--- src/rtl/core/rtab_pkg.sv ---
// Types, widths and constants shared by the tone adjust and blend pipeline.
package rtab_pkg;

   localparam int FRACTION_BITS = 16;
   localparam int MODE_W        = 2;
   localparam int COLOUR_W      = 32;
   localparam int AMOUNT_W      = 24;
   localparam int CHAN_W        = 8;
   localparam int NUM_CHAN      = 3;

   // amount decode
   localparam int POS_W    = AMOUNT_W - 1;
   localparam int CLAMP_W  = FRACTION_BITS + 1;
   localparam int FACTOR_W = ((POS_W > CLAMP_W) ? POS_W : CLAMP_W) + 1;
   localparam int WEIGHT_W = CLAMP_W + CHAN_W;
   localparam int DIFF_W   = CHAN_W + 1;

   // darken divider: one quotient bit per stage
   localparam int DIV_STEPS = CHAN_W;
   localparam int DVS_W     = FACTOR_W + DIV_STEPS;
   localparam int REM_W     = (((CHAN_W + FRACTION_BITS + 1) > FACTOR_W) ?
                               (CHAN_W + FRACTION_BITS + 1) : FACTOR_W) + 1;

   // pipeline shape
   localparam int FRONT_STAGES = 2;
   localparam int BLEND_STAGES = 3;
   localparam int NUM_STAGES   = FRONT_STAGES + DIV_STEPS;

   // blend: exact sum divided by 255 * ONE, done as a shift then a divide by 255
   localparam int PROD_W      = DIFF_W + WEIGHT_W + 1;
   localparam int T_W         = 2 * CHAN_W + 2;
   localparam int U_W         = 2 * CHAN_W + 1;
   localparam int RECIP_W     = CHAN_W + 1;
   localparam int RECIP_SHIFT = 2 * CHAN_W;
   localparam int QE_W        = U_W + RECIP_W - RECIP_SHIFT;
   localparam int RMD_W       = U_W + 1;

   typedef logic [CHAN_W-1:0] chan_type;

   localparam chan_type                 CHAN_MAX  = '1;
   localparam logic [FACTOR_W-1:0]      ONE_F     = FACTOR_W'(1) << FRACTION_BITS;
   localparam logic [FACTOR_W-1:0]      HALF_F    = ONE_F >> 1;
   localparam logic [WEIGHT_W-1:0]      HALF_DEN  = WEIGHT_W'(CHAN_MAX) << (FRACTION_BITS - 1);
   localparam logic [T_W-1:0]           BLEND_BIAS = T_W'(CHAN_MAX) << CHAN_W;
   localparam logic [RECIP_W-1:0]       RECIP_255 = RECIP_W'((1 << CHAN_W) + 1);

   typedef enum logic [MODE_W-1:0] {
      MODE_ALPHA_SCALE = 2'd0,
      MODE_DARKEN      = 2'd1,
      MODE_LIGHTEN     = 2'd2,
      MODE_BLEND       = 2'd3
   } mode_type;

   typedef struct packed {
      mode_type                mode;
      logic [COLOUR_W-1:0]     base;
      logic [COLOUR_W-1:0]     over;
      logic [CLAMP_W-1:0]      clamped;
      logic [FACTOR_W-1:0]     factor;
   } prep_type;

   typedef struct packed {
      mode_type                            mode;
      chan_type                            alpha;
      chan_type [NUM_CHAN-1:0]             rgb;
      logic [NUM_CHAN-1:0][REM_W-1:0]      rem;
      chan_type [NUM_CHAN-1:0]             quo;
      logic [DVS_W-1:0]                    dvs;
   } div_type;

   typedef struct packed {
      logic [WEIGHT_W-1:0]                 weight;
      logic [NUM_CHAN-1:0][DIFF_W-1:0]     diff;
      chan_type [NUM_CHAN-1:0]             from;
   } blend_type;

endpackage

--- src/rtl/core/rtab_div_step.sv ---
// One restoring division step for the three color lanes, registered.
module rtab_div_step (
   input  logic               clock,
   input  logic               load,
   input  rtab_pkg::div_type  src_item,
   output rtab_pkg::div_type  dst_item
);
   import rtab_pkg::*;

   div_type                item_ff, item_in;
   logic [NUM_CHAN-1:0]    take;

   always_comb begin
      item_in = src_item;
      for (int c = 0; c < NUM_CHAN; c++) begin
         take[c] = DVS_W'(src_item.rem[c]) >= src_item.dvs;
         if (take[c]) begin
            item_in.rem[c] = src_item.rem[c] - src_item.dvs[REM_W-1:0];
         end
         item_in.quo[c] = {src_item.quo[c][CHAN_W-2:0], take[c]};
      end
      item_in.dvs = src_item.dvs >> 1;
   end

   always_ff @(posedge clock) begin
      if (load) begin
         item_ff <= item_in;
      end
   end

   assign dst_item = item_ff;

endmodule

--- config.mk ---
export PLATFORM = sky130hd
export DESIGN_NAME = rtab_div_step
export DESIGN_NICKNAME = d
export VERILOG_FILES = /design/src/rtl/core/rtab_pkg.sv /design/src/rtl/core/rtab_div_step.sv
export SDC_FILE = /design/constraint.sdc
export NUM_CORES = 1
export LEC_CHECK = 0
export ABC_AREA = 1
export ABC_CLOCK_PERIOD_IN_PS = 2120
export BUFFER_PORTS_ARGS = -buffer_cell sky130_fd_sc_hd__buf_2
export CAP_MARGIN = 30
export CORE_MARGIN = 5
export CORE_UTILIZATION = 49
export CTS_CLUSTER_DIAMETER = 150
export CTS_CLUSTER_SIZE = 16
export DETAILED_ROUTE_END_ITERATION = 8
export PLACE_DENSITY = 0.76
export SETUP_SLACK_MARGIN = 0.05
export SKIP_LAST_GASP = 1
export SYNTH_ARGS = -nofsm -noshare
export SYNTH_HDL_FRONTEND = slang
export SYNTH_SLANG_ARGS = --single-unit
--- constraint.sdc ---
create_clock -name clock -period 2.12 [get_ports clock]
set_input_delay 0.424 -clock clock [delete_from_list [all_inputs] [get_ports clock]]
set_output_delay 0.424 -clock clock [all_outputs]
set_load 0.02 [all_outputs]
==> metrics.csv <==
stage,metric,value,unit
cts,cts_tree,yes,
grt,use_met3,0.0502,
worst_setup_path,path_cells,"buf_2, inv_1, ha_4, fa_2, inv_2, nand2_1, nand2_1, nand3_2, nand2_2, nand2_2, nand2_4, nand2_4, nand3_4, clkbuf_16, o21ai_2",
logic_synthesis,synth.distinct_cells,35,
grt,grt_most_used_layer,met2,
route,remaining_drc_errors,0,
grt,track_usage,0.287,
route,viasPerCell,5.10,
timing,setup_violations,8,
grt,antenna_found_initial,5,
logic_synthesis,syn-cell-area,12000,um2
pwr,power.density,602,nW/um2
logic_synthesis,avgSynthCellArea,7.51,um2
floorplanning,start_util,0.496,
cts,clk_pin_slew,0.08,ns
route,detail-route-antenna-nets,0,
logic_synthesis,syn_inst,1600,
logic_synthesis,synth_common_cells,"nand2_1 (565), inv_1 (316), edfxtp_1 (167)",
logic_synthesis,syn_nets,1851,
logic_synthesis,async_flop_share,0,
logic_synthesis,synth-xor-area-share,0.0299,
logic_synthesis,synth.most_common_cell,nand2_1,
logic_synthesis,synth_ff_type,edfxtp_1,
route,vias,13000,
logic_synthesis,yosysWarnings,0,
route,wl_per_cell,16.7,um
cts,cts_buffers,17,
layout,largest_reg_flops,167,
logic_synthesis,synth_enable_flop_cells,167,
logic_synthesis,synth-simple-area-share,0.312,
logic_synthesis,synth_top_area_frac,0.417,
flow_run,max_cap_violations,0,
place,dp_hpwl,34100,um
grt,gr-usage-met2,0.527,
floorplanning,design.core.area,24200,um2
logic_synthesis,synth-seq-cells,167,
logic_synthesis,synth-compound-area-share,0.0392,
grt,grt.overflow.total,0,
floorplanning,die_y,167,um
layout,nNetsFinal,2465,
logic_synthesis,synth_top_family_by_area,simple AND/OR/NAND/NOR gates,
grt,grt_max_degree,58,
place,gp_congestion,0.970,
route,drtIter0Drc,900,
timing,max_freq,465,MHz
cts,postCtsHoldBufs,0,
grt,grtUsageMet1,0.329,
pwr,p_leak,9.31,nW
timing,setup_tns,-0.133,ns
grt,grt_pass1_vias,12700,
route,drtPass1Iterations,5,
worst_setup_path,cp.required,2.30,ns
logic_synthesis,synthAdderAreaFrac,0.0862,
logic_synthesis,yosys.area.top_type,edfxtp_1,
floorplanning,die_x,167,um
floorplanning,num_io_pins,338,
cts,cts_buffer_depth,2,
floorplanning,num_rows,57,
worst_setup_path,path_class,in -> reg,
outcome,outcome,"finished, violations left",
worst_setup_path,crit_path_end_kind,register,
pwr,vdd_drop_max,0.459,mV
worst_setup_path,worst_setup_path_start_kind,input pin,
place,port_buffers,333,
hold_path,hp-class,in -> reg,
cts,clock-root-buffer,clkbuf_16,
worst_setup_path,critPathMaxStageDelay,0.39,ns
layout,syn_to_final_growth,45.5,%
logic_synthesis,synth_area_leaders,"edfxtp_1 (42%), nand2_1 (18%), inv_1 (9.9%)",
timing,finalHoldViolCount,0,
timing,finalCritPeriodShare,1.01,
timing,min_period,2.15,ns
worst_setup_path,path_max_fanout,7,
logic_synthesis,muxShareOfSynthArea,0,
layout,final_core_util,0.721,
grt,grt_pass1_wl,63600,um
worst_setup_path,cp.arrival,2.33,ns
cts,htree_levels,4,
route,drt-total-wl,42700,um
floorplanning,dieArea,27800,um2
logic_synthesis,yosysSeqAreaShare,0.417,
timing,rsz0062_at_grt,true,
timing,maxSlewViolCount,0,
timing,setup_slack,-0.0299,ns
timing,holdWs,0.142,ns
layout,drive_gt1_frac,0.360,
cts,cts.sink_count,167,
worst_setup_path,cp_slowest_cell,fa_2,
outcome,violations,setup timing,
-- critical path, delay by kind of cell --
family / cells / cell delay, ns
AND/OR/NAND/NOR: 8 / 0.84
AO/OA/AOI/OAI: 1 / 0.05
adder cells (fa/ha/maj): 2 / 0.57
buffers and inverters: 4 / 0.44
-- placed cells by master (no fill, tap or decap), types with 6 or more instances in the layout --
master,count
nand3_1,111
buf_12,8
o21bai_1,9
nand2_2,31
nor2_4,6
ha_4,20
edfxtp_1,167
clkbuf_16,20
ha_1,57
nand2_4,10
o21ai_2,11
a21oi_1,41
nor2_1,82
nand2_1,533
nor2_2,17
nand4_1,55
xor2_1,35
xnor2_1,6
nand3_2,14
buf_4,274
clkinvlp_4,6
inv_2,19
buf_6,7
inv_1,293
buf_2,325
o21ai_1,15
-- metrics by stage --
step	area [um2]	power [W]	cells	worst slack (ns)
final	17500	0.0105	2553	-0.0299
after detailed placement	16200	0.00722	2502	-0.404
after floorplan	12200	0.00573	1600	-0.0276
after CTS	16700	0.0103	2534	0.0772
after global routing	17500	0.0110	2553	-0.0673
after global placement	16200	0.00713	2502	-0.344
-- final cells by class --
type	instances	area, um2
inverter	319	1230
multi-input combinational	1091	6240
antenna	2	5.00
clock inverter	14	154
sequential	167	5010
fill	1877	6760
tap	324	405
clock buffer	18	429
timing repair buffer	618	4010
-- per-layer routing --
layer,vias to the layer above,routed length [um]
li1,6335,-
met1,5932,15900
met2,627,21600
met3,129,3190
met4,6,1920
met5,-,42
-- kinds of logic after synthesis --
| kind of cell | after synthesis |
|---|---|
| AOI/OAI and AO/OA | 86 |
| other | 1 |
| buffers and inverters | 343 |
| DFF | 167 |
| adders and majority gates | 81 |
| and+or+nand+nor | 881 |
| xor gates and xnor gates | 41 |
-- power breakdown --
part	switching (W)	total [W]	internal, W
combinational	0.00195	0.00339	0.00144
sequential	0.0000658	0.00399	0.00392
clock	0.00156	0.00314	0.00158
total	0.00358	0.0105	0.00695
-- path summary, 6_finish.rpt --
check  slack [ns]  depth (start not counted)          start            end
min          0.14                          1   src_item[48]   dst_item[49]
max         -0.03                         15  src_item[108]  dst_item[110]
-- repair_timing --
action | 4_1_cts | 5_1_grt
resized for setup | 1 | 131
setup endpoints to repair | 7 | 76
buffers inserted | 0 | 12
gates cloned | 0 | 5
pin swaps | 0 | 42
(Power assumes the default switching activity.)
