### config.mk
export PLATFORM = sky130hd
export DESIGN_NAME = rtab_front
export DESIGN_NICKNAME = d
export VERILOG_FILES = /design/src/rtl/core/rtab_pkg.sv /design/src/rtl/core/rtab_front.sv
export SDC_FILE = /design/constraint.sdc
export NUM_CORES = 2
export LEC_CHECK = 0
export BUFFER_PORTS_ARGS = -buffer_cell sky130_fd_sc_hd__buf_4
export CAP_MARGIN = 20
export CELL_PAD_IN_SITES_DETAIL_PLACEMENT = 0
export CELL_PAD_IN_SITES_GLOBAL_PLACEMENT = 1
export CORE_UTILIZATION = 39
export DETAILED_ROUTE_END_ITERATION = 6
export GPL_TIMING_DRIVEN = 0
export PLACE_DENSITY_LB_ADDON = 0.1
export SETUP_SLACK_MARGIN = 0.02
export SKIP_CTS_REPAIR_TIMING = 1
export SLEW_MARGIN = 20
export SYNTH_ARGS = -nofsm -noshare
export SYNTH_HDL_FRONTEND = slang
export SYNTH_SLANG_ARGS = --single-unit
### constraint.sdc
create_clock -name clock -period 5.4 [get_ports clock]
set_input_delay 0.54 -clock clock [delete_from_list [all_inputs] [get_ports clock]]
set_output_delay 0.54 -clock clock [all_outputs]
set_load 0.05 [all_outputs]
### src/rtl/core/rtab_pkg.sv
// Types, widths and constants shared by the tone adjust and blend pipeline.
package rtab_pkg;

   localparam int FRACTION_BITS = 16;
   localparam int MODE_W        = 2;
   localparam int COLOUR_W      = 32;
   localparam int AMOUNT_W      = 24;
   localparam int CHAN_W        = 8;
   localparam int NUM_CHAN      = 3;

   // amount decode
   localparam int POS_W    = AMOUNT_W - 1;
   localparam int CLAMP_W  = FRACTION_BITS + 1;
   localparam int FACTOR_W = ((POS_W > CLAMP_W) ? POS_W : CLAMP_W) + 1;
   localparam int WEIGHT_W = CLAMP_W + CHAN_W;
   localparam int DIFF_W   = CHAN_W + 1;

   // darken divider: one quotient bit per stage
   localparam int DIV_STEPS = CHAN_W;
   localparam int DVS_W     = FACTOR_W + DIV_STEPS;
   localparam int REM_W     = (((CHAN_W + FRACTION_BITS + 1) > FACTOR_W) ?
                               (CHAN_W + FRACTION_BITS + 1) : FACTOR_W) + 1;

   // pipeline shape
   localparam int FRONT_STAGES = 2;
   localparam int BLEND_STAGES = 3;
   localparam int NUM_STAGES   = FRONT_STAGES + DIV_STEPS;

   // blend: exact sum divided by 255 * ONE, done as a shift then a divide by 255
   localparam int PROD_W      = DIFF_W + WEIGHT_W + 1;
   localparam int T_W         = 2 * CHAN_W + 2;
   localparam int U_W         = 2 * CHAN_W + 1;
   localparam int RECIP_W     = CHAN_W + 1;
   localparam int RECIP_SHIFT = 2 * CHAN_W;
   localparam int QE_W        = U_W + RECIP_W - RECIP_SHIFT;
   localparam int RMD_W       = U_W + 1;

   typedef logic [CHAN_W-1:0] chan_type;

   localparam chan_type                 CHAN_MAX  = '1;
   localparam logic [FACTOR_W-1:0]      ONE_F     = FACTOR_W'(1) << FRACTION_BITS;
   localparam logic [FACTOR_W-1:0]      HALF_F    = ONE_F >> 1;
   localparam logic [WEIGHT_W-1:0]      HALF_DEN  = WEIGHT_W'(CHAN_MAX) << (FRACTION_BITS - 1);
   localparam logic [T_W-1:0]           BLEND_BIAS = T_W'(CHAN_MAX) << CHAN_W;
   localparam logic [RECIP_W-1:0]       RECIP_255 = RECIP_W'((1 << CHAN_W) + 1);

   typedef enum logic [MODE_W-1:0] {
      MODE_ALPHA_SCALE = 2'd0,
      MODE_DARKEN      = 2'd1,
      MODE_LIGHTEN     = 2'd2,
      MODE_BLEND       = 2'd3
   } mode_type;

   typedef struct packed {
      mode_type                mode;
      logic [COLOUR_W-1:0]     base;
      logic [COLOUR_W-1:0]     over;
      logic [CLAMP_W-1:0]      clamped;
      logic [FACTOR_W-1:0]     factor;
   } prep_type;

   typedef struct packed {
      mode_type                            mode;
      chan_type                            alpha;
      chan_type [NUM_CHAN-1:0]             rgb;
      logic [NUM_CHAN-1:0][REM_W-1:0]      rem;
      chan_type [NUM_CHAN-1:0]             quo;
      logic [DVS_W-1:0]                    dvs;
   } div_type;

   typedef struct packed {
      logic [WEIGHT_W-1:0]                 weight;
      logic [NUM_CHAN-1:0][DIFF_W-1:0]     diff;
      chan_type [NUM_CHAN-1:0]             from;
   } blend_type;

endpackage

### src/rtl/core/rtab_front.sv
// Front stages: amount decode, then alpha scale, lighten, blend weight and divider setup.
module rtab_front (
   input  logic                                   clock,
   input  logic [1:0]                             stage_en,
   input  rtab_pkg::mode_type                     in_mode,
   input  logic [rtab_pkg::COLOUR_W-1:0]          in_base,
   input  logic [rtab_pkg::COLOUR_W-1:0]          in_over,
   input  logic signed [rtab_pkg::AMOUNT_W-1:0]   in_amount,
   output rtab_pkg::div_type                      div_out,
   output rtab_pkg::blend_type                    blend_out
);
   import rtab_pkg::*;

   localparam int AP_W = CHAN_W + CLAMP_W;
   localparam int LP_W = CHAN_W + FACTOR_W;

   prep_type   prep_ff, prep_in;
   div_type    div_ff, div_in;
   blend_type  blend_ff, blend_in;

   logic [POS_W-1:0]                   pos;
   logic [FACTOR_W-1:0]                pos_ext;
   chan_type                           base_a, over_a, new_a;
   chan_type [NUM_CHAN-1:0]            base_rgb, over_rgb, light;
   logic [AP_W-1:0]                    alpha_prod;
   logic [AP_W:0]                      alpha_sum;
   logic [NUM_CHAN-1:0][LP_W-1:0]      light_prod;
   logic [NUM_CHAN-1:0][LP_W:0]        light_sum;

   // stage 1: positive part and clamp of the amount
   always_comb begin
      pos             = in_amount[AMOUNT_W-1] ? '0 : in_amount[POS_W-1:0];
      pos_ext         = FACTOR_W'(pos);
      prep_in.mode    = in_mode;
      prep_in.base    = in_base;
      prep_in.over    = in_over;
      prep_in.clamped = (pos_ext > ONE_F) ? ONE_F[CLAMP_W-1:0] : pos_ext[CLAMP_W-1:0];
      prep_in.factor  = ONE_F + pos_ext;
   end

   // stage 2: the single-multiply modes finish here
   always_comb begin
      base_a   = prep_ff.base[COLOUR_W-1 -: CHAN_W];
      over_a   = prep_ff.over[COLOUR_W-1 -: CHAN_W];
      base_rgb = prep_ff.base[NUM_CHAN*CHAN_W-1:0];
      over_rgb = prep_ff.over[NUM_CHAN*CHAN_W-1:0];

      alpha_prod = AP_W'(base_a) * AP_W'(prep_ff.clamped);
      alpha_sum  = (AP_W+1)'(alpha_prod) + (AP_W+1)'(HALF_F);
      new_a      = alpha_sum[FRACTION_BITS +: CHAN_W];

      for (int c = 0; c < NUM_CHAN; c++) begin
         light_prod[c] = LP_W'(base_rgb[c]) * LP_W'(prep_ff.factor);
         light_sum[c]  = (LP_W+1)'(light_prod[c]) + (LP_W+1)'(HALF_F);
         if (|light_sum[c][LP_W:FRACTION_BITS+CHAN_W]) begin
            light[c] = CHAN_MAX;
         end else begin
            light[c] = light_sum[c][FRACTION_BITS +: CHAN_W];
         end
      end

      div_in.mode  = prep_ff.mode;
      div_in.alpha = (prep_ff.mode == MODE_ALPHA_SCALE) ? new_a : base_a;
      div_in.rgb   = (prep_ff.mode == MODE_LIGHTEN) ? light : base_rgb;
      div_in.quo   = '0;
      // numerator 2*ch*ONE + d, divisor 2*d pre-shifted for the top quotient bit
      for (int c = 0; c < NUM_CHAN; c++) begin
         div_in.rem[c] = (REM_W'(base_rgb[c]) << (FRACTION_BITS + 1)) +
                         REM_W'(prep_ff.factor);
      end
      div_in.dvs = DVS_W'(prep_ff.factor) << DIV_STEPS;

      blend_in.weight = WEIGHT_W'(prep_ff.clamped) * WEIGHT_W'(over_a);
      for (int c = 0; c < NUM_CHAN; c++) begin
         blend_in.diff[c] = {1'b0, over_rgb[c]} - {1'b0, base_rgb[c]};
      end
      blend_in.from = base_rgb;
   end

   always_ff @(posedge clock) begin
      if (stage_en[0]) begin
         prep_ff <= prep_in;
      end
      if (stage_en[1]) begin
         div_ff   <= div_in;
         blend_ff <= blend_in;
      end
   end

   assign div_out   = div_ff;
   assign blend_out = blend_ff;

endmodule

==> results.cfg <==
[status]
outcome = finished with violations
violations = negative setup slack

[sta]
period_share = 1.09
rsz0062_at_grt = true
hold-worst-slack_ns = 0.118
timing.final.hold_violations = 0
worstMarginPinSlew_ns = 1.14
max_freq_mhz = 170
fin_worst_skew_ns = 0.0163
slew_headroom = 0.240
setup_viol = 24
maxSlewViolCount = 0
period_needed_ns = 5.88
fin_ws_ns = -0.482

[placement]
placed_area_sq_um = 41500
place.gp.congestion = 0.863
dp_slack_ns = -1.75
dp_hpwl_mm = 88.7
port_buffers = 304

[min_path]
hold_depth = 1
worst_hold_path_type = primary input to register

[critical_path]
arrival_ns = 6.21
end_kind = register
cpMaxStageDelayCell = fa_2
crit_top_cell = fa_1
r2r.worst_path.cells = 18
cp.required_ns = 5.73
cp_max_fo = 10
crit_path_end = div_out[157]
crit_chain = clkbuf_4 -> and2_1 -> fa_1 -> fa_1 -> fa_1 -> inv_2 -> fa_2 -> inv_2 -> ha_4 -> o211ai_1 -> a2111oi_4 -> o311ai_4 -> a211oi_2 -> nor3b_2 -> mux2i_1 -> a2111oi_2 -> nand4_1 -> o32a_1
startpoint = div_in[12]
r2r_setup_slack_ns = -0.48
slowest_delay_ns = 0.57
path_class = register to register
timing.rr.end = div_out[157]
startpoint_type = register
r2r_start = div_in[12]

[grt]
grt_pass1_vias = 27700
grt_util_met1 = 0.316
overflow = 0
use_met3 = 0.0295
grt.busiest_layer = met2
grt_first_pass_wirelength_mm = 170
grt_usage = 0.233
grt_util_met2 = 0.395
grt_start_max_net_pins = 87
antenna_found_initial = 10

[detailed_routing]
drc = 0
drt-total-wl_mm = 113
vias_per_cell = 4.77
drt_iter0_drc = 1201
routed-via-count = 26800
antenna_left = 0
drt_pass1_iterations = 5
wl_per_cell_microns = 20.1

[logic_synthesis]
syn-mean-instance-area_sq_um = 9.90
synth_edf_count = 268
ys_seq_area_frac = 0.215
syn_inst = 3779
synth-seq-cells = 268
async_flop_share = 0
ys_warn_count = 0
yosysUniqueCellTypes = 71
ys.flop_type = edfxtp_1
syn-cell-area_sq_um = 37400

[clock_tree]
cts.clk_slew.worst_paths_ns = 0.06
root_buffer = clkbuf_16
cts_made_buffers = 36
h-tree-depth = 2
clock_sinks = 268
clk_latency_ns = 0.60
clk_path_buf_depth = 3
cts_tree = yes

[power]
combPwrFrac = 0.755
clock_power_share = 0.114
power_mw = 22.3
power.net_switching_mw = 10.9
ir_drop_mv = 0.287
leakagePower_nw = 21.7
p_per_area_nw_per_um2 = 495
p_sw_frac = 0.491
internal_power_mw = 11.3
power_frac_seq = 0.131

[die]
dieWidth_microns = 312
io_pins = 337
start_util = 0.394
core-area_sq_um = 95000
dieArea_sq_um = 97200
row_count = 113
dieHeight_microns = 312

[flow_run]
cap_violations = 0

[finish]
final_common_cell = inv_1
drive_gt1_frac = 0.192
final_util = 0.474
fin_area_sq_um = 45000
fin_nets = 5356
area_delta_synth_final_pct = 20.3
final_cell_mix = 787 x inv_1, 584 x and2_1, 569 x fa_1
num-fill-cells = 9328
[per-stage QoR]
stage	cells	setup TNS, ns
2_1_floorplan	3810	0
4_1_cts	5445	-44.93
6_report	5617	-8.80
5_1_grt	5613	-13.02
3_5_place_dp	5381	-43.57
3_3_place_gp	5379	-46.35
[power by group through the flow]
stage          clock (mW)  sequential, mW  combinational (mW)
2_1_floorplan           0            3.69                11.0
3_3_place_gp            0            3.08                15.5
3_5_place_dp            0            3.07                15.4
4_1_cts              2.63            3.04                15.6
5_1_grt              2.69            2.96                19.0
6_report             2.54            2.93                16.8
[cell usage after synthesis (12+ instances only)]
| cell | instances | area, sq um |
|---|---|---|
| fa_1 | 577 | 11600 |
| nand2b_1 | 20 | 125 |
| ha_1 | 364 | 4550 |
| a31oi_1 | 18 | 113 |
| xnor2_1 | 60 | 526 |
| nand2_1 | 264 | 991 |
| inv_1 | 793 | 2980 |
| and2_1 | 588 | 3680 |
| o21a_1 | 15 | 113 |
| edfxtp_1 | 268 | 8050 |
| nor2_1 | 97 | 364 |
| o21ai_0 | 64 | 320 |
| a21oi_1 | 122 | 611 |
| buf_4 | 83 | 623 |
| and3_1 | 15 | 93.8 |
| nand4_1 | 12 | 75.1 |
| a21o_1 | 42 | 315 |
| nand3_1 | 20 | 100 |
| nor2b_1 | 46 | 288 |
| xor2_1 | 40 | 350 |
| clkbuf_1 | 142 | 533 |
| nor3_1 | 20 | 100 |
[routing by layer]
layer	part of all wire	up-vias	wire length, microns
met1	0.45	13500	51100
met5	0.00024	-	27
met3	0.043	105	4890
met2	0.48	519	54000
met4	0.027	4	3080
li1	-	12700	-
[logic make-up after synthesis]
logic type,count (synthesis),share of synthesized area
flops,268,0.215
fa+ha+maj,941,0.430
other cells,1,0.000100
buf+inv,1022,0.111
compound gates,335,0.0585
simple gates,1106,0.160
xor+xnor,100,0.0234
mux,6,0.00164
[sequential cells by signal, indices dropped and copies added, names as in the netlist]
| name | flops |
|---|---|
| over_a | 8 |
| prep_ff | 17 |
| base_rgb | 24 |
| blend_out | 76 |
| div_in | 26 |
| over_rgb | 24 |
| base_a | 8 |
| div_out | 85 |
[worst min path at each step]
stage,to,slack (ns),startpoint
3_3_place_gp,div_out[167],0.45,div_in[167]
2_1_floorplan,blend_out[23],0.42,base_rgb[23]
6_report,base_rgb[15],0.12,in_base[15]
3_5_place_dp,blend_out[23],0.45,base_rgb[23]
4_1_cts,over_rgb[19],0.08,in_over[19]
5_1_grt,over_rgb[23],0.1,in_over[23]
[layout make-up]
class                   count  area (sq um)  area share
multi-input cells        2520         25800       0.573
flip-flops and latches    268          8050       0.179
repair buffers            481          3810      0.0846
inverters                 793          2980      0.0662
well taps                1265          1580      0.0351
plain buffers             222          1580      0.0350
clock buffers              47           985      0.0219
clock inverters            17           245     0.00545
diodes                      4          10.0    0.000222
[worst max-delay path, delay by kind of cell (launching register included)]
kind            cells  cell delay [ns]
fa+ha+maj           5             2.35
flops               1             0.46
mux                 1             0.14
simple gates        3             0.55
buf+inv             3             0.35
compound gates      6             1.77
Power figures use the tool's default switching activity.
