===== src/rtl/core/rtab_pkg.sv =====
// Types, widths and constants shared by the tone adjust and blend pipeline.
package rtab_pkg;

   localparam int FRACTION_BITS = 16;
   localparam int MODE_W        = 2;
   localparam int COLOUR_W      = 32;
   localparam int AMOUNT_W      = 24;
   localparam int CHAN_W        = 8;
   localparam int NUM_CHAN      = 3;

   // amount decode
   localparam int POS_W    = AMOUNT_W - 1;
   localparam int CLAMP_W  = FRACTION_BITS + 1;
   localparam int FACTOR_W = ((POS_W > CLAMP_W) ? POS_W : CLAMP_W) + 1;
   localparam int WEIGHT_W = CLAMP_W + CHAN_W;
   localparam int DIFF_W   = CHAN_W + 1;

   // darken divider: one quotient bit per stage
   localparam int DIV_STEPS = CHAN_W;
   localparam int DVS_W     = FACTOR_W + DIV_STEPS;
   localparam int REM_W     = (((CHAN_W + FRACTION_BITS + 1) > FACTOR_W) ?
                               (CHAN_W + FRACTION_BITS + 1) : FACTOR_W) + 1;

   // pipeline shape
   localparam int FRONT_STAGES = 2;
   localparam int BLEND_STAGES = 3;
   localparam int NUM_STAGES   = FRONT_STAGES + DIV_STEPS;

   // blend: exact sum divided by 255 * ONE, done as a shift then a divide by 255
   localparam int PROD_W      = DIFF_W + WEIGHT_W + 1;
   localparam int T_W         = 2 * CHAN_W + 2;
   localparam int U_W         = 2 * CHAN_W + 1;
   localparam int RECIP_W     = CHAN_W + 1;
   localparam int RECIP_SHIFT = 2 * CHAN_W;
   localparam int QE_W        = U_W + RECIP_W - RECIP_SHIFT;
   localparam int RMD_W       = U_W + 1;

   typedef logic [CHAN_W-1:0] chan_type;

   localparam chan_type                 CHAN_MAX  = '1;
   localparam logic [FACTOR_W-1:0]      ONE_F     = FACTOR_W'(1) << FRACTION_BITS;
   localparam logic [FACTOR_W-1:0]      HALF_F    = ONE_F >> 1;
   localparam logic [WEIGHT_W-1:0]      HALF_DEN  = WEIGHT_W'(CHAN_MAX) << (FRACTION_BITS - 1);
   localparam logic [T_W-1:0]           BLEND_BIAS = T_W'(CHAN_MAX) << CHAN_W;
   localparam logic [RECIP_W-1:0]       RECIP_255 = RECIP_W'((1 << CHAN_W) + 1);

   typedef enum logic [MODE_W-1:0] {
      MODE_ALPHA_SCALE = 2'd0,
      MODE_DARKEN      = 2'd1,
      MODE_LIGHTEN     = 2'd2,
      MODE_BLEND       = 2'd3
   } mode_type;

   typedef struct packed {
      mode_type                mode;
      logic [COLOUR_W-1:0]     base;
      logic [COLOUR_W-1:0]     over;
      logic [CLAMP_W-1:0]      clamped;
      logic [FACTOR_W-1:0]     factor;
   } prep_type;

   typedef struct packed {
      mode_type                            mode;
      chan_type                            alpha;
      chan_type [NUM_CHAN-1:0]             rgb;
      logic [NUM_CHAN-1:0][REM_W-1:0]      rem;
      chan_type [NUM_CHAN-1:0]             quo;
      logic [DVS_W-1:0]                    dvs;
   } div_type;

   typedef struct packed {
      logic [WEIGHT_W-1:0]                 weight;
      logic [NUM_CHAN-1:0][DIFF_W-1:0]     diff;
      chan_type [NUM_CHAN-1:0]             from;
   } blend_type;

endpackage


===== src/rtl/core/rtab_blend.sv =====
// Blend lanes: weighted difference, divide by 255 via reciprocal, round and clamp.
module rtab_blend (
   input  logic                                   clock,
   input  logic [rtab_pkg::BLEND_STAGES-1:0]      load,
   input  rtab_pkg::blend_type                    src,
   output rtab_pkg::chan_type [rtab_pkg::NUM_CHAN-1:0] rgb_out
);
   import rtab_pkg::*;

   localparam int QP_W = U_W + RECIP_W;
   localparam logic [QE_W-1:0] SUM_LOW  = QE_W'(1 << CHAN_W);
   localparam logic [QE_W-1:0] SUM_HIGH = QE_W'(2 << CHAN_W);

   logic signed [NUM_CHAN-1:0][PROD_W-1:0] prod;
   logic [NUM_CHAN-1:0][PROD_W-1:0]        psum;
   logic [NUM_CHAN-1:0][T_W-1:0]           t, tb;
   logic [NUM_CHAN-1:0][U_W-1:0]           u1_ff, u1_in, u2_ff;
   chan_type [NUM_CHAN-1:0]                from1_ff, from2_ff;
   logic [NUM_CHAN-1:0][QP_W-1:0]          qprod;
   logic [NUM_CHAN-1:0][QE_W-1:0]          qe_ff, qe_in, q, qsum;
   logic [NUM_CHAN-1:0][RMD_W-1:0]         rmd;
   chan_type [NUM_CHAN-1:0]                rgb_ff, rgb_in;

   // (to - from) * w + den/2, floor by ONE, biased positive
   always_comb begin
      for (int c = 0; c < NUM_CHAN; c++) begin
         prod[c]  = PROD_W'($signed(src.diff[c])) *
                    PROD_W'($signed({1'b0, src.weight}));
         psum[c]  = prod[c] + PROD_W'(HALF_DEN);
         t[c]     = psum[c][FRACTION_BITS +: T_W];
         tb[c]    = t[c] + BLEND_BIAS;
         u1_in[c] = tb[c][U_W-1:0];
      end
   end

   // quotient estimate, never more than one short
   always_comb begin
      for (int c = 0; c < NUM_CHAN; c++) begin
         qprod[c] = QP_W'(u1_ff[c]) * QP_W'(RECIP_255);
         qe_in[c] = qprod[c][RECIP_SHIFT +: QE_W];
      end
   end

   always_comb begin
      for (int c = 0; c < NUM_CHAN; c++) begin
         rmd[c]  = RMD_W'(u2_ff[c]) -
                   ((RMD_W'(qe_ff[c]) << CHAN_W) - RMD_W'(qe_ff[c]));
         q[c]    = qe_ff[c] + QE_W'(rmd[c] >= RMD_W'(CHAN_MAX));
         // sum carries the bias of 256 back out
         qsum[c] = QE_W'(from2_ff[c]) + q[c];
         if (qsum[c] < SUM_LOW) begin
            rgb_in[c] = '0;
         end else if (qsum[c] >= SUM_HIGH) begin
            rgb_in[c] = CHAN_MAX;
         end else begin
            rgb_in[c] = qsum[c][CHAN_W-1:0];
         end
      end
   end

   always_ff @(posedge clock) begin
      if (load[0]) begin
         u1_ff    <= u1_in;
         from1_ff <= src.from;
      end
      if (load[1]) begin
         u2_ff    <= u1_ff;
         qe_ff    <= qe_in;
         from2_ff <= from1_ff;
      end
      if (load[2]) begin
         rgb_ff <= rgb_in;
      end
   end

   assign rgb_out = rgb_ff;

endmodule


===== config.mk =====
export PLATFORM = sky130hd
export DESIGN_NAME = rtab_blend
export DESIGN_NICKNAME = d
export VERILOG_FILES = /design/src/rtl/core/rtab_pkg.sv /design/src/rtl/core/rtab_blend.sv
export SDC_FILE = /design/constraint.sdc
export NUM_CORES = 2
export LEC_CHECK = 0
export BUFFER_PORTS_ARGS = -buffer_cell sky130_fd_sc_hd__buf_2
export CAP_MARGIN = 20
export CELL_PAD_IN_SITES_DETAIL_PLACEMENT = 1
export CELL_PAD_IN_SITES_GLOBAL_PLACEMENT = 2
export CORE_ASPECT_RATIO = 1.5
export CORE_MARGIN = 8
export CORE_UTILIZATION = 47
export CTS_BUF_LIST = sky130_fd_sc_hd__clkbuf_8
export CTS_CLUSTER_DIAMETER = 150
export DETAILED_ROUTE_END_ITERATION = 10
export PLACE_DENSITY = 0.93
export SYNTH_ARGS = -nofsm -noshare
export SYNTH_HDL_FRONTEND = slang
export SYNTH_SLANG_ARGS = --single-unit
export TNS_END_PERCENT = 100

===== constraint.sdc =====
create_clock -name clock -period 17.1 [get_ports clock]
set_clock_uncertainty 0.1 [all_clocks]
set_input_delay 2.565 -clock clock [delete_from_list [all_inputs] [get_ports clock]]
set_output_delay 2.565 -clock clock [all_outputs]
set_load 0.01 [all_outputs]

==> impl_summary.txt <==
----------------------------------------------------
[STA]
  RSZ-0062 raised after global routing ... false
  Clock period minus final worst setup slack ... 9100 ps
  Setup violators final ... 0
  Hold Fails Final Rpt ... 0
  Highest clock rate ... 0.110 GHz
  Pins over their slew limit ... 0
  Normalized max-slew margin ... 42.6%
  Aggregate negative setup slack ... 0 ps
  Share of the cycle needed by the critical path after routing ... 53.2%
  Slew at the pin with the worst max-slew slack ... 861 ps

[Routing]
  Routed WL ... 84.9 mm
  Number of nets still failing antenna checks after routing ... 0
  DR WL/cell ... 19.7 um
  Routed vias/inst ... 5.43
  Number of vias after detailed routing ... 23,400
  DR DRC count ... 0
  Number of iterations in the first detailed-routing pass ... 5
  1st-iter DRT viols ... 686

[Global route]
  Total congestion overflow ... 0
  Via count of the first global-routing pass ... 27,000
  First-pass GRT wire length ... 138 mm
  Antenna violations before repair ... 5
  Total routing usage reported by global routing ... 21.7%
  Pin count of the biggest net entering global routing ... 68

[Logic synthesis]
  Fraction of the mapped netlist area in compound gates ... 7.35%
  Count of different cell masters after synthesis ... 71
  Dominant combinational cell family by area after synthesis ... adder cells
  Top cell type's share of synthesized area ... 30.2%
  Area share of and/or/nand/nor cells after synthesis ... 15.2%
  Main flop type after synthesis ... sky130_fd_sc_hd__edfxtp_1
  Synthesized flop and latch total ... 204
  Share of synthesized area spent on multiplexers ... 0.221%
  Number of enable flip-flop cells after synthesis ... 204
  Warnings, synthesis ... 0
  Fraction of registers with async set or reset after synthesis ... 0%
  XOR/XNOR share of the synthesized area ... 4.06%
  Top post-synthesis cells by count ... sky130_fd_sc_hd__inv_1, sky130_fd_sc_hd__fa_1, sky130_fd_sc_hd__ha_1
  Count leader, synth ... sky130_fd_sc_hd__inv_1
  Ranking of synthesized cells by area ... sky130_fd_sc_hd__fa_1, sky130_fd_sc_hd__edfxtp_1, sky130_fd_sc_hd__ha_1
  Post-synth net total ... 4,342
  Arithmetic-cell share of the synthesized area counting full adders, half adders and majority gates ... 45.8%
  Syn Area/Cell ... 9.76 sq um
  Cell area after synthesis ... 32,800 sq um
  Biggest area consumer among synthesized cells ... sky130_fd_sc_hd__fa_1
  Synth Instances ... 3,359
  Sequential fraction of the synthesis area ... 18.7%

[Clock network]
  Clock transition at the registers of the reported paths ... 80 ps
  Post-CTS Setup Repair Bufs ... 0
  Num CTS Buffers ... 29
  Number of sinks on the clock net ... 204
  Number of cells upsized or downsized after cts ... 0
  Buffers from clock root to sink, at most ... 3
  Number of hold buffers added after CTS ... 0
  CTS HTree Levels ... 1
  Clock latency on the worst-skew pair ... 620 ps
  Root buffer cell ... sky130_fd_sc_hd__clkbuf_8
  TritonCTS clock tree ... done

[Power and ir drop]
  Peak VDD IR ... 0.146 mV
  Power per cell area ... 213 nW/um^2
  Leakage power figure ... 16.9 nW
  Sum of internal, switching and leakage power ... 7.37 mW

[Floorplanning]
  FP Rows ... 118
  Starting density of the core ... 47.4%
  Core box area ... 69,100 sq um
  Die Wd ... 232 um
  I/O pin count ... 104
  Die Outline Area ... 78,600 sq um
  Vert. Die Dim ... 339 um

[Flow run]
  Max-capacitance violation count ... 0

[Worst setup path]
  Setup Crit Path Kind ... input pin to flip-flop
  Depth of the worst register-to-register path ... 26
  Critical-path maximum fanout ... 27
  Launch point of the worst reg-to-reg path ... qe_ff[1]
  CP startpoint kind ... input pin
  FF-to-FF setup slack ... 10,500 ps
  Endpoint type of the worst setup path ... flip-flop
  Worst path required time ... 17,340 ps
  Arrival time worst endpoint ... 9340 ps
  Reg-to-reg critical path endpoint ... rgb_out[7]

[Placement]
  Half-perimeter wire length after detailed placement ... 68.0 mm
  Gpl congestion ... 0.825
  Number of cells in the design after placement ... 4,254
  Number of port buffers ... 103

[Layout]
  Fill cells ... 7,935
  Final Non-Filler Cells ... 4,308
  Nets@finish ... 4,368
  Layout cells sized above 1 ... 4.76%
  Sequential cell area ... 6130 sq um
  Multi-input gate area in the final layout ... 23,800 sq um
  Area added between synthesis and finish ... 5.54%

[Run status]
  Outcome ... complete, no violations

[Worst hold path]
  Worst hold path depth ... 0
  Terminating pin of the worst hold path ... from2_ff[21]
  Worst Min Path Start ... from1_ff[21]
  Path class of the lowest-slack min-delay path ... flip-flop to flip-flop

----------------------------------------------------
[state kept, by name, summed over array words and instances, names as in the netlist]
| signal | count |
|---|---|
| from1_ff | 24 |
| from2_ff | 24 |
| qe_ff | 30 |
| rgb_out | 24 |
| u1_ff | 51 |
| u2_ff | 51 |
[placed cells by master (no fill, tap or decap), types with 7 or more instances in the layout]
cell                        netlist  layout
sky130_fd_sc_hd__and2_1         289     289
sky130_fd_sc_hd__or3_1           11      11
sky130_fd_sc_hd__xnor2_1        106     106
sky130_fd_sc_hd__o21ai_0         79      79
sky130_fd_sc_hd__a31oi_1         15      15
sky130_fd_sc_hd__a211oi_1        10      10
sky130_fd_sc_hd__o21a_1          21      21
sky130_fd_sc_hd__nor3_1          24      24
sky130_fd_sc_hd__fa_1           495     495
sky130_fd_sc_hd__o31ai_1          9       9
sky130_fd_sc_hd__o2111ai_1        9       9
sky130_fd_sc_hd__a21o_1          47      47
sky130_fd_sc_hd__nand2_1        372     372
sky130_fd_sc_hd__o211ai_1         8       8
sky130_fd_sc_hd__nor2b_1         39      39
sky130_fd_sc_hd__and3_1          20      20
sky130_fd_sc_hd__ha_1           408     408
sky130_fd_sc_hd__nor2_1          71      71
sky130_fd_sc_hd__clkinv_1         0       7
sky130_fd_sc_hd__nand4_1         14      14
sky130_fd_sc_hd__o21bai_1        19      19
sky130_fd_sc_hd__nand3_1         19      19
sky130_fd_sc_hd__clkbuf_8         0      29
sky130_fd_sc_hd__inv_1          640     648
sky130_fd_sc_hd__edfxtp_1       204     204
sky130_fd_sc_hd__xor2_1          46      46
sky130_fd_sc_hd__nand2b_1        71      71
sky130_fd_sc_hd__a21oi_1        102     102
sky130_fd_sc_hd__buf_2            0     101
[worst max-delay path by stage]
stage	from	end	slack (ps)	depth (start not counted)
6_report	src[59]	u1_ff[50]	8000	22
5_1_grt	src[65]	u1_ff[16]	7620	22
4_1_cts	src[65]	u1_ff[16]	8050	22
3_5_place_dp	src[65]	u1_ff[16]	7410	22
3_3_place_gp	src[59]	u1_ff[50]	7710	22
2_1_floorplan	src[55]	u1_ff[50]	8190	23
[worst max-delay path, cell delays in order]
cell and delay (ps):
sky130_fd_sc_hd__buf_2 490, sky130_fd_sc_hd__nand2_1 180, sky130_fd_sc_hd__fa_1 560, sky130_fd_sc_hd__inv_1 60, sky130_fd_sc_hd__fa_1 480, sky130_fd_sc_hd__fa_1 570
sky130_fd_sc_hd__fa_1 440, sky130_fd_sc_hd__fa_1 440, sky130_fd_sc_hd__ha_1 300, sky130_fd_sc_hd__a21oi_1 140, sky130_fd_sc_hd__o21ai_0 140, sky130_fd_sc_hd__nor4b_2 460
sky130_fd_sc_hd__nor4_4 120, sky130_fd_sc_hd__nor3_1 540, sky130_fd_sc_hd__or2_2 230, sky130_fd_sc_hd__o21ai_0 100, sky130_fd_sc_hd__xnor2_1 210, sky130_fd_sc_hd__ha_1 220
sky130_fd_sc_hd__nor2b_1 360, sky130_fd_sc_hd__a41oi_1 180, sky130_fd_sc_hd__a222oi_1 420, sky130_fd_sc_hd__xnor2_1 110
[metal layers]
layer	share of wire [%]	track usage, %	up-vias
met1	38	23.6	12100
met3	2.4	1.43	164
met5	0.036	0	-
met4	3.0	6.87	4
met2	56	43.5	364
li1	-	-	10700
[where the power goes]
part / switching, mW / leakage (nW) / internal [mW] / total (mW)
Clock: 0.198 / 0.312 / 0.189 / 0.387
Combinational: 3.37 / 14.6 / 2.48 / 5.86
Sequential: 0.137 / 2.00 / 0.987 / 1.12
Total: 3.71 / 16.9 / 3.66 / 7.37
[stage by stage]
stage / util (%) / cell area [sq um] / setup WS (ps) / hold slack, ps
2_1_floorplan: - / 32800 / 8190 / 300
3_3_place_gp: 49.2 / 34000 / 7710 / 302
3_5_place_dp: 49.2 / 34000 / 7410 / 305
4_1_cts: 50.0 / 34600 / 8050 / 324
5_1_grt: 50.0 / 34600 / 7620 / 329
6_report: 50.1 / 34600 / 8000 / 305
[area by class of cell]
type / count / area share [%]
Inverter: 640 / 6.95
Antenna cell: 3 / 0.0217
Multi-Input combinational cell: 2403 / 68.9
Clock inverter: 22 / 0.438
Clock buffer: 29 / 1.15
Timing Repair Buffer: 107 / 1.59
Tap cell: 900 / 3.26
Sequential cell: 204 / 17.7
[cell families after synthesis]
family / Yosys count
buffers and inverters: 752
multiplexers: 7
AO/OA/AOI/OAI: 371
adder cells (fa/ha/maj): 903
flip-flops: 204
AND/OR/NAND/NOR: 970
XOR/XNOR: 152
No activity file was read; power rests on OpenSTA's default activity.
